## src/hw/rtl/spa_pkg.sv

```systemverilog
// Shared constants and transaction types for the sparse polynomial add unit.
`timescale 1ns / 1ps

package spa_pkg;

  localparam int MAX_TERMS = 16;
  localparam int CNT_W     = $clog2(MAX_TERMS + 1);
  localparam int IDX_W     = (MAX_TERMS > 1) ? $clog2(MAX_TERMS) : 1;

  localparam logic [1:0] OP_LOAD_FIRST  = 2'd0;
  localparam logic [1:0] OP_LOAD_SECOND = 2'd1;
  localparam logic [1:0] OP_MERGE       = 2'd2;

  typedef struct packed {
    logic [1:0]         operation;
    logic signed [15:0] coef;
    logic [9:0]         expon;
  } in_t;

  typedef struct packed {
    logic signed [16:0] sum_coef;
    logic [9:0]         sum_expon;
    logic               term_valid;
    logic               last;
    logic               truncated;
  } out_t;

  // One stored term as kept in a term store.
  typedef struct packed {
    logic signed [15:0] coef;
    logic [9:0]         expon;
  } term_t;

  localparam int TERM_W = $bits(term_t);

endpackage

```

## src/hw/rtl/spa_term_ram.sv

```systemverilog
// Single write port, single registered read port term store.
`timescale 1ns / 1ps

module spa_term_ram #(
  parameter int DEPTH = 16,
  parameter int WIDTH = 26,
  localparam int ADDR_W = (DEPTH > 1) ? $clog2(DEPTH) : 1
) (
  input  logic              clk_i,
  input  logic              we_i,
  input  logic [ADDR_W-1:0] waddr_i,
  input  logic [WIDTH-1:0]  wdata_i,
  input  logic [ADDR_W-1:0] raddr_i,
  output logic [WIDTH-1:0]  rdata_o
);

  logic [WIDTH-1:0] mem [DEPTH];

  always_ff @(posedge clk_i) begin
    if (we_i) begin
      mem[waddr_i] <= wdata_i;
    end
  end

  always_ff @(posedge clk_i) begin
    rdata_o <= mem[raddr_i];
  end

endmodule

```

## src/hw/rtl/sparse_polynomial_add_unit.sv

```systemverilog
// Top level of the sparse polynomial add unit: load control, merge sequencer, output register.
`timescale 1ns / 1ps
//
// Usage:
//  - Input channel (in_valid_i / in_stall_o / in_data_i) carries one command per
//    transaction: load a term into the first or second store, or merge.
//  - Loads produce nothing. Terms beyond MAX_TERMS per
//    store are dropped and the next merge reports truncated on every item.
//  - A merge stalls the input channel until its final item is in the output
//    register. First head reads issue at the accepting edge, then one head
//    comparison per cycle while the output is not stalled, each consuming one or
//    two stored terms, then a closing step that places the final item. Each
//    store is a registered-read RAM.
//  - An emitted term is held in a register so the last flag can be placed even when
//    the final pair cancels; an all-cancelled or empty sum gives one item with
//    term_valid low.
//  - Output channel (out_valid_o / out_stall_i / out_data_o) is a register; while
//    an item is valid and out_stall_i is high the merge freezes and the item holds.
//  - Reset clears counts, the overflow flag and the sequencer; store contents
//    stay undefined and are only read below the counts.
//  - Operation code 3 is accepted and ignored.

module sparse_polynomial_add_unit
  import spa_pkg::*;
(
  input  logic clk_i,
  input  logic rst_ni,

  input  logic in_valid_i,
  output logic in_stall_o,
  input  in_t  in_data_i,

  output logic out_valid_o,
  input  logic out_stall_i,
  output out_t out_data_o
);

  localparam logic ST_IDLE  = 1'b0;
  localparam logic ST_MERGE = 1'b1;

  logic             state_q, state_d;
  logic [CNT_W-1:0] cnt_a_q, cnt_a_d, cnt_b_q, cnt_b_d;
  logic [CNT_W-1:0] idx_a_q, idx_a_d, idx_b_q, idx_b_d;
  logic             ovf_q, ovf_d;
  out_t             hold_q, hold_d;
  logic             hold_valid_q, hold_valid_d;
  out_t             out_q, out_d;
  logic             out_valid_q, out_valid_d;

  logic         in_fire, we_a, we_b;
  logic [TERM_W-1:0] rdata_a, rdata_b;
  term_t        head_a, head_b;
  term_t        wterm;

  assign in_stall_o  = (state_q != ST_IDLE);
  assign in_fire     = in_valid_i && !in_stall_o;
  assign out_valid_o = out_valid_q;
  assign out_data_o  = out_q;

  assign wterm.coef  = in_data_i.coef;
  assign wterm.expon = in_data_i.expon;

  assign we_a = in_fire && (in_data_i.operation == OP_LOAD_FIRST)
                && (cnt_a_q < CNT_W'(MAX_TERMS));
  assign we_b = in_fire && (in_data_i.operation == OP_LOAD_SECOND)
                && (cnt_b_q < CNT_W'(MAX_TERMS));

  // Read address follows the next head index so the registered read data lines up with the head index.
  spa_term_ram #(.DEPTH(MAX_TERMS), .WIDTH(TERM_W)) u_ram_a (
    .clk_i   (clk_i),
    .we_i    (we_a),
    .waddr_i (cnt_a_q[IDX_W-1:0]),
    .wdata_i (wterm),
    .raddr_i (idx_a_d[IDX_W-1:0]),
    .rdata_o (rdata_a)
  );

  spa_term_ram #(.DEPTH(MAX_TERMS), .WIDTH(TERM_W)) u_ram_b (
    .clk_i   (clk_i),
    .we_i    (we_b),
    .waddr_i (cnt_b_q[IDX_W-1:0]),
    .wdata_i (wterm),
    .raddr_i (idx_b_d[IDX_W-1:0]),
    .rdata_o (rdata_b)
  );

  assign head_a = term_t'(rdata_a);
  assign head_b = term_t'(rdata_b);

  // Head comparison
  logic               a_has, b_has, done;
  logic               cand_emit, inc_a, inc_b;
  logic signed [16:0] coef_a, coef_b, cand_coef;
  logic [9:0]         cand_expon;
  logic               out_free, advance;

  assign a_has  = idx_a_q < cnt_a_q;
  assign b_has  = idx_b_q < cnt_b_q;
  assign done   = !a_has && !b_has;
  assign coef_a = 17'(head_a.coef);
  assign coef_b = 17'(head_b.coef);

  always_comb begin
    cand_emit  = 1'b1;
    inc_a      = 1'b0;
    inc_b      = 1'b0;
    cand_coef  = coef_a;
    cand_expon = head_a.expon;
    if (a_has && b_has) begin
      if (head_a.expon < head_b.expon) begin
        cand_coef  = coef_b;
        cand_expon = head_b.expon;
        inc_b      = 1'b1;
      end else if (head_a.expon > head_b.expon) begin
        inc_a = 1'b1;
      end else begin
        cand_coef = coef_a + coef_b;
        cand_emit = (cand_coef != 17'sd0);
        inc_a     = 1'b1;
        inc_b     = 1'b1;
      end
    end else if (a_has) begin
      inc_a = 1'b1;
    end else begin
      cand_coef  = coef_b;
      cand_expon = head_b.expon;
      inc_b      = b_has;
    end
  end

  assign out_free = !out_valid_q || !out_stall_i;
  assign advance  = (state_q == ST_MERGE) && out_free;

  always_comb begin
    state_d      = state_q;
    cnt_a_d      = cnt_a_q;
    cnt_b_d      = cnt_b_q;
    idx_a_d      = idx_a_q;
    idx_b_d      = idx_b_q;
    ovf_d        = ovf_q;
    hold_d       = hold_q;
    hold_valid_d = hold_valid_q;
    out_d        = out_q;
    out_valid_d  = out_valid_q && out_stall_i;

    if (in_fire) begin
      case (in_data_i.operation)
        OP_LOAD_FIRST: begin
          if (we_a) cnt_a_d = cnt_a_q + CNT_W'(1);
          else      ovf_d   = 1'b1;
        end
        OP_LOAD_SECOND: begin
          if (we_b) cnt_b_d = cnt_b_q + CNT_W'(1);
          else      ovf_d   = 1'b1;
        end
        OP_MERGE: begin
          state_d = ST_MERGE;
          idx_a_d = '0;
          idx_b_d = '0;
        end
        default: begin
        end
      endcase
    end

    if (advance) begin
      if (!done) begin
        idx_a_d = idx_a_q + CNT_W'(inc_a);
        idx_b_d = idx_b_q + CNT_W'(inc_b);
        if (cand_emit) begin
          if (hold_valid_q) begin
            out_d           = hold_q;
            out_d.last      = 1'b0;
            out_d.truncated = ovf_q;
            out_valid_d     = 1'b1;
          end
          hold_d.sum_coef   = cand_coef;
          hold_d.sum_expon  = cand_expon;
          hold_d.term_valid = 1'b1;
          hold_d.last       = 1'b0;
          hold_d.truncated  = 1'b0;
          hold_valid_d      = 1'b1;
        end
      end else begin
        if (hold_valid_q) begin
          out_d = hold_q;
        end else begin
          out_d.sum_coef   = '0;
          out_d.sum_expon  = '0;
          out_d.term_valid = 1'b0;
        end
        out_d.last      = 1'b1;
        out_d.truncated = ovf_q;
        out_valid_d     = 1'b1;
        hold_valid_d    = 1'b0;
        state_d         = ST_IDLE;
        cnt_a_d         = '0;
        cnt_b_d         = '0;
        ovf_d           = 1'b0;
      end
    end
  end

  always_ff @(posedge clk_i or negedge rst_ni) begin
    if (!rst_ni) begin
      state_q      <= ST_IDLE;
      cnt_a_q      <= '0;
      cnt_b_q      <= '0;
      idx_a_q      <= '0;
      idx_b_q      <= '0;
      ovf_q        <= 1'b0;
      hold_valid_q <= 1'b0;
      out_valid_q  <= 1'b0;
    end else begin
      state_q      <= state_d;
      cnt_a_q      <= cnt_a_d;
      cnt_b_q      <= cnt_b_d;
      idx_a_q      <= idx_a_d;
      idx_b_q      <= idx_b_d;
      ovf_q        <= ovf_d;
      hold_valid_q <= hold_valid_d;
      out_valid_q  <= out_valid_d;
    end
  end

  always_ff @(posedge clk_i) begin
    hold_q <= hold_d;
    out_q  <= out_d;
  end

  // Checks
  a_idx_a_bound: assert property (@(posedge clk_i) disable iff (!rst_ni)
    (state_q == ST_MERGE) |-> (idx_a_q <= cnt_a_q))
    else $error("first head index ran past its count");

  a_idx_b_bound: assert property (@(posedge clk_i) disable iff (!rst_ni)
    (state_q == ST_MERGE) |-> (idx_b_q <= cnt_b_q))
    else $error("second head index ran past its count");

  a_cnt_cap: assert property (@(posedge clk_i) disable iff (!rst_ni)
    (cnt_a_q <= CNT_W'(MAX_TERMS)) && (cnt_b_q <= CNT_W'(MAX_TERMS)))
    else $error("term count above capacity");

  a_idle_no_hold: assert property (@(posedge clk_i) disable iff (!rst_ni)
    (state_q == ST_IDLE) |-> !hold_valid_q)
    else $error("held term left behind after merge");

  a_merge_starts: assert property (@(posedge clk_i) disable iff (!rst_ni)
    (in_fire && in_data_i.operation == OP_MERGE) |=> (in_stall_o && idx_a_q == '0))
    else $error("merge did not start");

  a_last_closes: assert property (@(posedge clk_i) disable iff (!rst_ni)
    (advance && done) |=> (state_q == ST_IDLE && out_valid_q && out_q.last))
    else $error("merge closed without a last item");

endmodule
```

## config.mk

```make
export PLATFORM = sky130hd
export DESIGN_NAME = sparse_polynomial_add_unit
export DESIGN_NICKNAME = d
export VERILOG_FILES = /design/src/hw/rtl/spa_pkg.sv /design/src/hw/rtl/spa_term_ram.sv /design/src/hw/rtl/sparse_polynomial_add_unit.sv
export SDC_FILE = /design/constraint.sdc
export NUM_CORES = 1
export LEC_CHECK = 0
export BUFFER_PORTS_ARGS = -buffer_cell sky130_fd_sc_hd__buf_2
export CAP_MARGIN = 20
export CORE_MARGIN = 1
export CORE_UTILIZATION = 50
export DETAILED_ROUTE_END_ITERATION = 12
export PLACE_DENSITY = 0.73
export SKIP_CTS_REPAIR_TIMING = 1
export SLEW_MARGIN = 20
export SYNTH_ARGS = -nofsm -noshare
export SYNTH_HDL_FRONTEND = slang
export SYNTH_HIERARCHICAL = 1
export SYNTH_SLANG_ARGS = --single-unit
```

## constraint.sdc

```tcl
create_clock -name clk_i -period 12.31 [get_ports clk_i]
set_input_delay 0 -clock clk_i [delete_from_list [all_inputs] [get_ports clk_i]]
set_output_delay 0 -clock clk_i [all_outputs]
set_load 0.005 [all_outputs]
```

==> metrics.csv <==
metric,value,unit
Worst Skew,0.02123,ns
Fin Setup TNS,0,ns
antenna violations before repair,1,
DIE HEIGHT,276.7,um
Max VDD drop,0.2663,mV
startpoint types,flop,
dpl ws,6.447,ns
TritonCTS clock tree,yes,
Total Wirelength,84.83,mm
Tot GR Track Use,22.41,%
largest net degree at the start of global routing,71,
RR Startpoint,u_ram_b/rdata_o[2]$_DFF_P_,
global-route wire length before repair,124.6,mm
DRC viols,0,
share of cells above drive strength 1,21.90,%
RSZ-0062 raised after global routing,false,
# rows,100,
DRT Pass-1 Iters,5,
R2R depth,15,
average cell area after synthesis,20.20,um^2
Final Hold Fails,0,
R2R Setup Slk,6.67,ns
Area contributors post-synth,"edfxtp_1, mux4_2, mux4_1, dfxtp_1, a22oi_1",
area of the mapped netlist,37730,um^2
htree depth,3,
Reg-to-Reg End,u_ram_b/rdata_o[5]$_DFF_P_,
clk buf depth,3,
die width,276.7,um
Port Buffers,63,
critical path class,flop to flop,
Total Power,10.90,mW
IO Pins,64,
worst-margin pin slew,1.170,ns
gpl congestion,0.8659,
Pwr Density,253.2,nW/um^2
post-DP HPWL,46.09,mm
GRT overflow,0,
Core Area,74570,um^2
number of synthesized flops with an enable pin,889,
clock buffer count from CTS,94,
Critical Path AT,6.15,ns
post-synthesis sequential area ratio,75.10,%
Critical Path Fanout Max,44,
Placed Area,39230,um^2
Max Slew Vio Count,0,
DR iter-0 viols,2042,
syn_nets,1941,
via/cell ratio,6.111,
outcome,finished clean,
HP Class,input pin to asynchronous set/reset pin,
fmax,177.2,MHz
ys async rst share,2.487,%
fin crit share,45.84,%
worst skew pair latency,0.66,ns
"flops & latches, synth",965,
initial core utilization,50.60,%
vias in the first global route,19064,
Total Die Area,76570,um^2
cell taking the most area after synthesis,edfxtp_1,
Leakage,14.22,nW
CP Capture Type,flop,
via count,18761,
Synth warnings,6,
Final setup viols,0,
Final Net Count,2093,
Worst-path clk slew,0.06,ns
Wirelength per Cell,27.63,um
post-synth cell types,80,
design area,43070,um^2
clock root buffer,clkbuf_16,
max-cap viol count,0,
CP required,12.82,ns
fin crit period,5.642,ns
ys flop type,edfxtp_1,
Synth top area share,70.75,%
worst path setup slack after routing,6.668,ns
Post-Syn Instances,1868,
area delta synth->final,14.15,%
filler cell count,5283,
Post-DRT Antenna Nets,0,
Slew HR,21.83,%
Sink Count,965,
## synthesized netlist by cell type, types with 3 or more instances
cell type / count
buf_12: 14
nand4_1: 9
mux4_1: 72
o21ai_1: 3
a21o_1: 6
inv_1: 31
xor2_1: 3
nand3_1: 15
nand2b_1: 8
o22ai_1: 8
o21ai_0: 28
mux4_2: 136
a22oi_1: 106
and4_1: 3
nor2_1: 64
ha_1: 40
or3b_2: 3
o221ai_1: 4
clkbuf_1: 35
and2_1: 5
o21a_1: 3
edfxtp_1: 889
nand2_1: 110
nor3_1: 14
nand3b_1: 4
a21oi_1: 31
buf_2: 24
dfrtp_1: 24
nor2b_1: 38
xnor2_1: 17
buf_6: 3
buf_1: 5
dfxtp_1: 52
o211ai_1: 3
## power breakdown
group / leakage [nW] / switching [mW] / internal, mW / total [mW]
Sequential: 8.74 / 0.154 / 3.86 / 4.01
Combinational: 3.91 / 2.10 / 1.83 / 3.93
Clock: 1.57 / 1.22 / 1.74 / 2.96
## critical path, stage by stage (launching register included)
cell and delay (ns):
dfxtp_1 0.36, inv_1 0.07, ha_1 0.28, and4_1 0.26
o21ai_1 0.11, a311oi_1 0.76, o21a_1 0.25, a21oi_1 0.12
ha_1 0.29, nand2_1 0.07, nand2_4 0.32, buf_4 0.73
buf_4 0.78, mux4_1 0.65, a22oi_1 0.20, nand2_1 0.16
## per-layer routing
metal | routed length, um | track usage, % | vias up | share of wire (%)
met5 | 17 | 0 | - | 0.020
met4 | 2126 | 7.293 | 2 | 2.5
met3 | 6219 | 3.974 | 121 | 7.3
met2 | 39970 | 34.88 | 766 | 47
met1 | 36500 | 32.44 | 9833 | 43
li1 | - | - | 8039 | -
## area by class of cell
class | count | area [um^2] | share of cell area [%]
Clock inverter | 64 | 721.9 | 1.676
Clock buffer | 112 | 2511 | 5.830
Timing Repair Buffer | 138 | 1189 | 2.760
Antenna cell | 1 | 2.502 | 0.005810
Multi-Input combinational cell | 789 | 8976 | 20.84
Inverter | 32 | 120.1 | 0.2789
Sequential cell | 965 | 28340 | 65.79
Tap cell | 969 | 1212 | 2.815
## layout by cell type, fill, tap and decap left out, types with 6 or more instances in the layout
master / instances
a21o_1: 6
a21oi_1: 31
a22oi_1: 106
buf_16: 9
buf_2: 63
buf_4: 30
bufinv_16: 13
clkbuf_1: 10
clkbuf_16: 95
clkbuf_8: 7
clkinv_1: 17
clkinv_2: 19
clkinvlp_4: 8
dfrtp_1: 24
dfxtp_1: 52
dlygate4sd3_1: 32
edfxtp_1: 889
ha_1: 40
inv_1: 31
mux4_1: 72
mux4_2: 136
nand2_1: 106
nand2b_1: 8
nand3_1: 15
nand4_1: 9
nor2_1: 36
nor2_4: 24
nor2b_1: 34
nor3_1: 6
nor3_2: 8
o21ai_0: 28
o22ai_1: 7
xnor2_1: 17
## sequential cells by signal, summed over array words and instances (netlist names)
register         count
u_ram_b/rdata_o     26
cnt_a_q              5
u_ram_a/mem        416
out_valid_o          1
u_ram_b/mem        416
u_ram_a/rdata_o     26
hold_q              27
in_stall_o           1
out_data_o          30
idx_a_q              5
idx_b_q              5
cnt_b_q              5
ovf_q                1
hold_valid_q         1
## metrics by stage
stage               hold slack (ns)  instances  utilization, %
finish                      0.03297       3070           57.76
global route                 0.1054       3069           57.75
CTS                         -0.6203       3026           56.94
detailed placement          0.07536       2850           52.60
global placement            0.05633       2848           52.54
floorplan                   -0.2956       1868               -
## worst max-delay path by stage
stage,start,endpoint
6_report,u_ram_b/rdata_o[2]$_DFF_P_,u_ram_b/rdata_o[5]$_DFF_P_
5_1_grt,cnt_b_q[1]$_DFF_PN0_,u_ram_b/rdata_o[5]$_DFF_P_
4_1_cts,u_ram_b/rdata_o[2]$_DFF_P_,u_ram_a/rdata_o[0]$_DFF_P_
3_5_place_dp,u_ram_b/rdata_o[2]$_DFF_P_,u_ram_a/rdata_o[5]$_DFF_P_
3_3_place_gp,u_ram_b/rdata_o[2]$_DFF_P_,u_ram_a/rdata_o[5]$_DFF_P_
2_1_floorplan,in_stall_o$_DFF_PN0_,u_ram_b/mem[0][0]$_DFFE_PP_
## cells by family after synthesis
| family | count (synthesis) | synth area share, % |
|---|---|---|
| flip-flops | 965 | 75.10 |
| AND/OR/NAND/NOR | 292 | 3.741 |
| AO/OA/AOI/OAI | 226 | 4.244 |
| multiplexers | 210 | 13.18 |
| buffers and inverters | 114 | 1.887 |
| adder cells (fa/ha/maj) | 41 | 1.379 |
| XOR/XNOR | 20 | 0.4642 |
(Power assumes the default switching activity.)
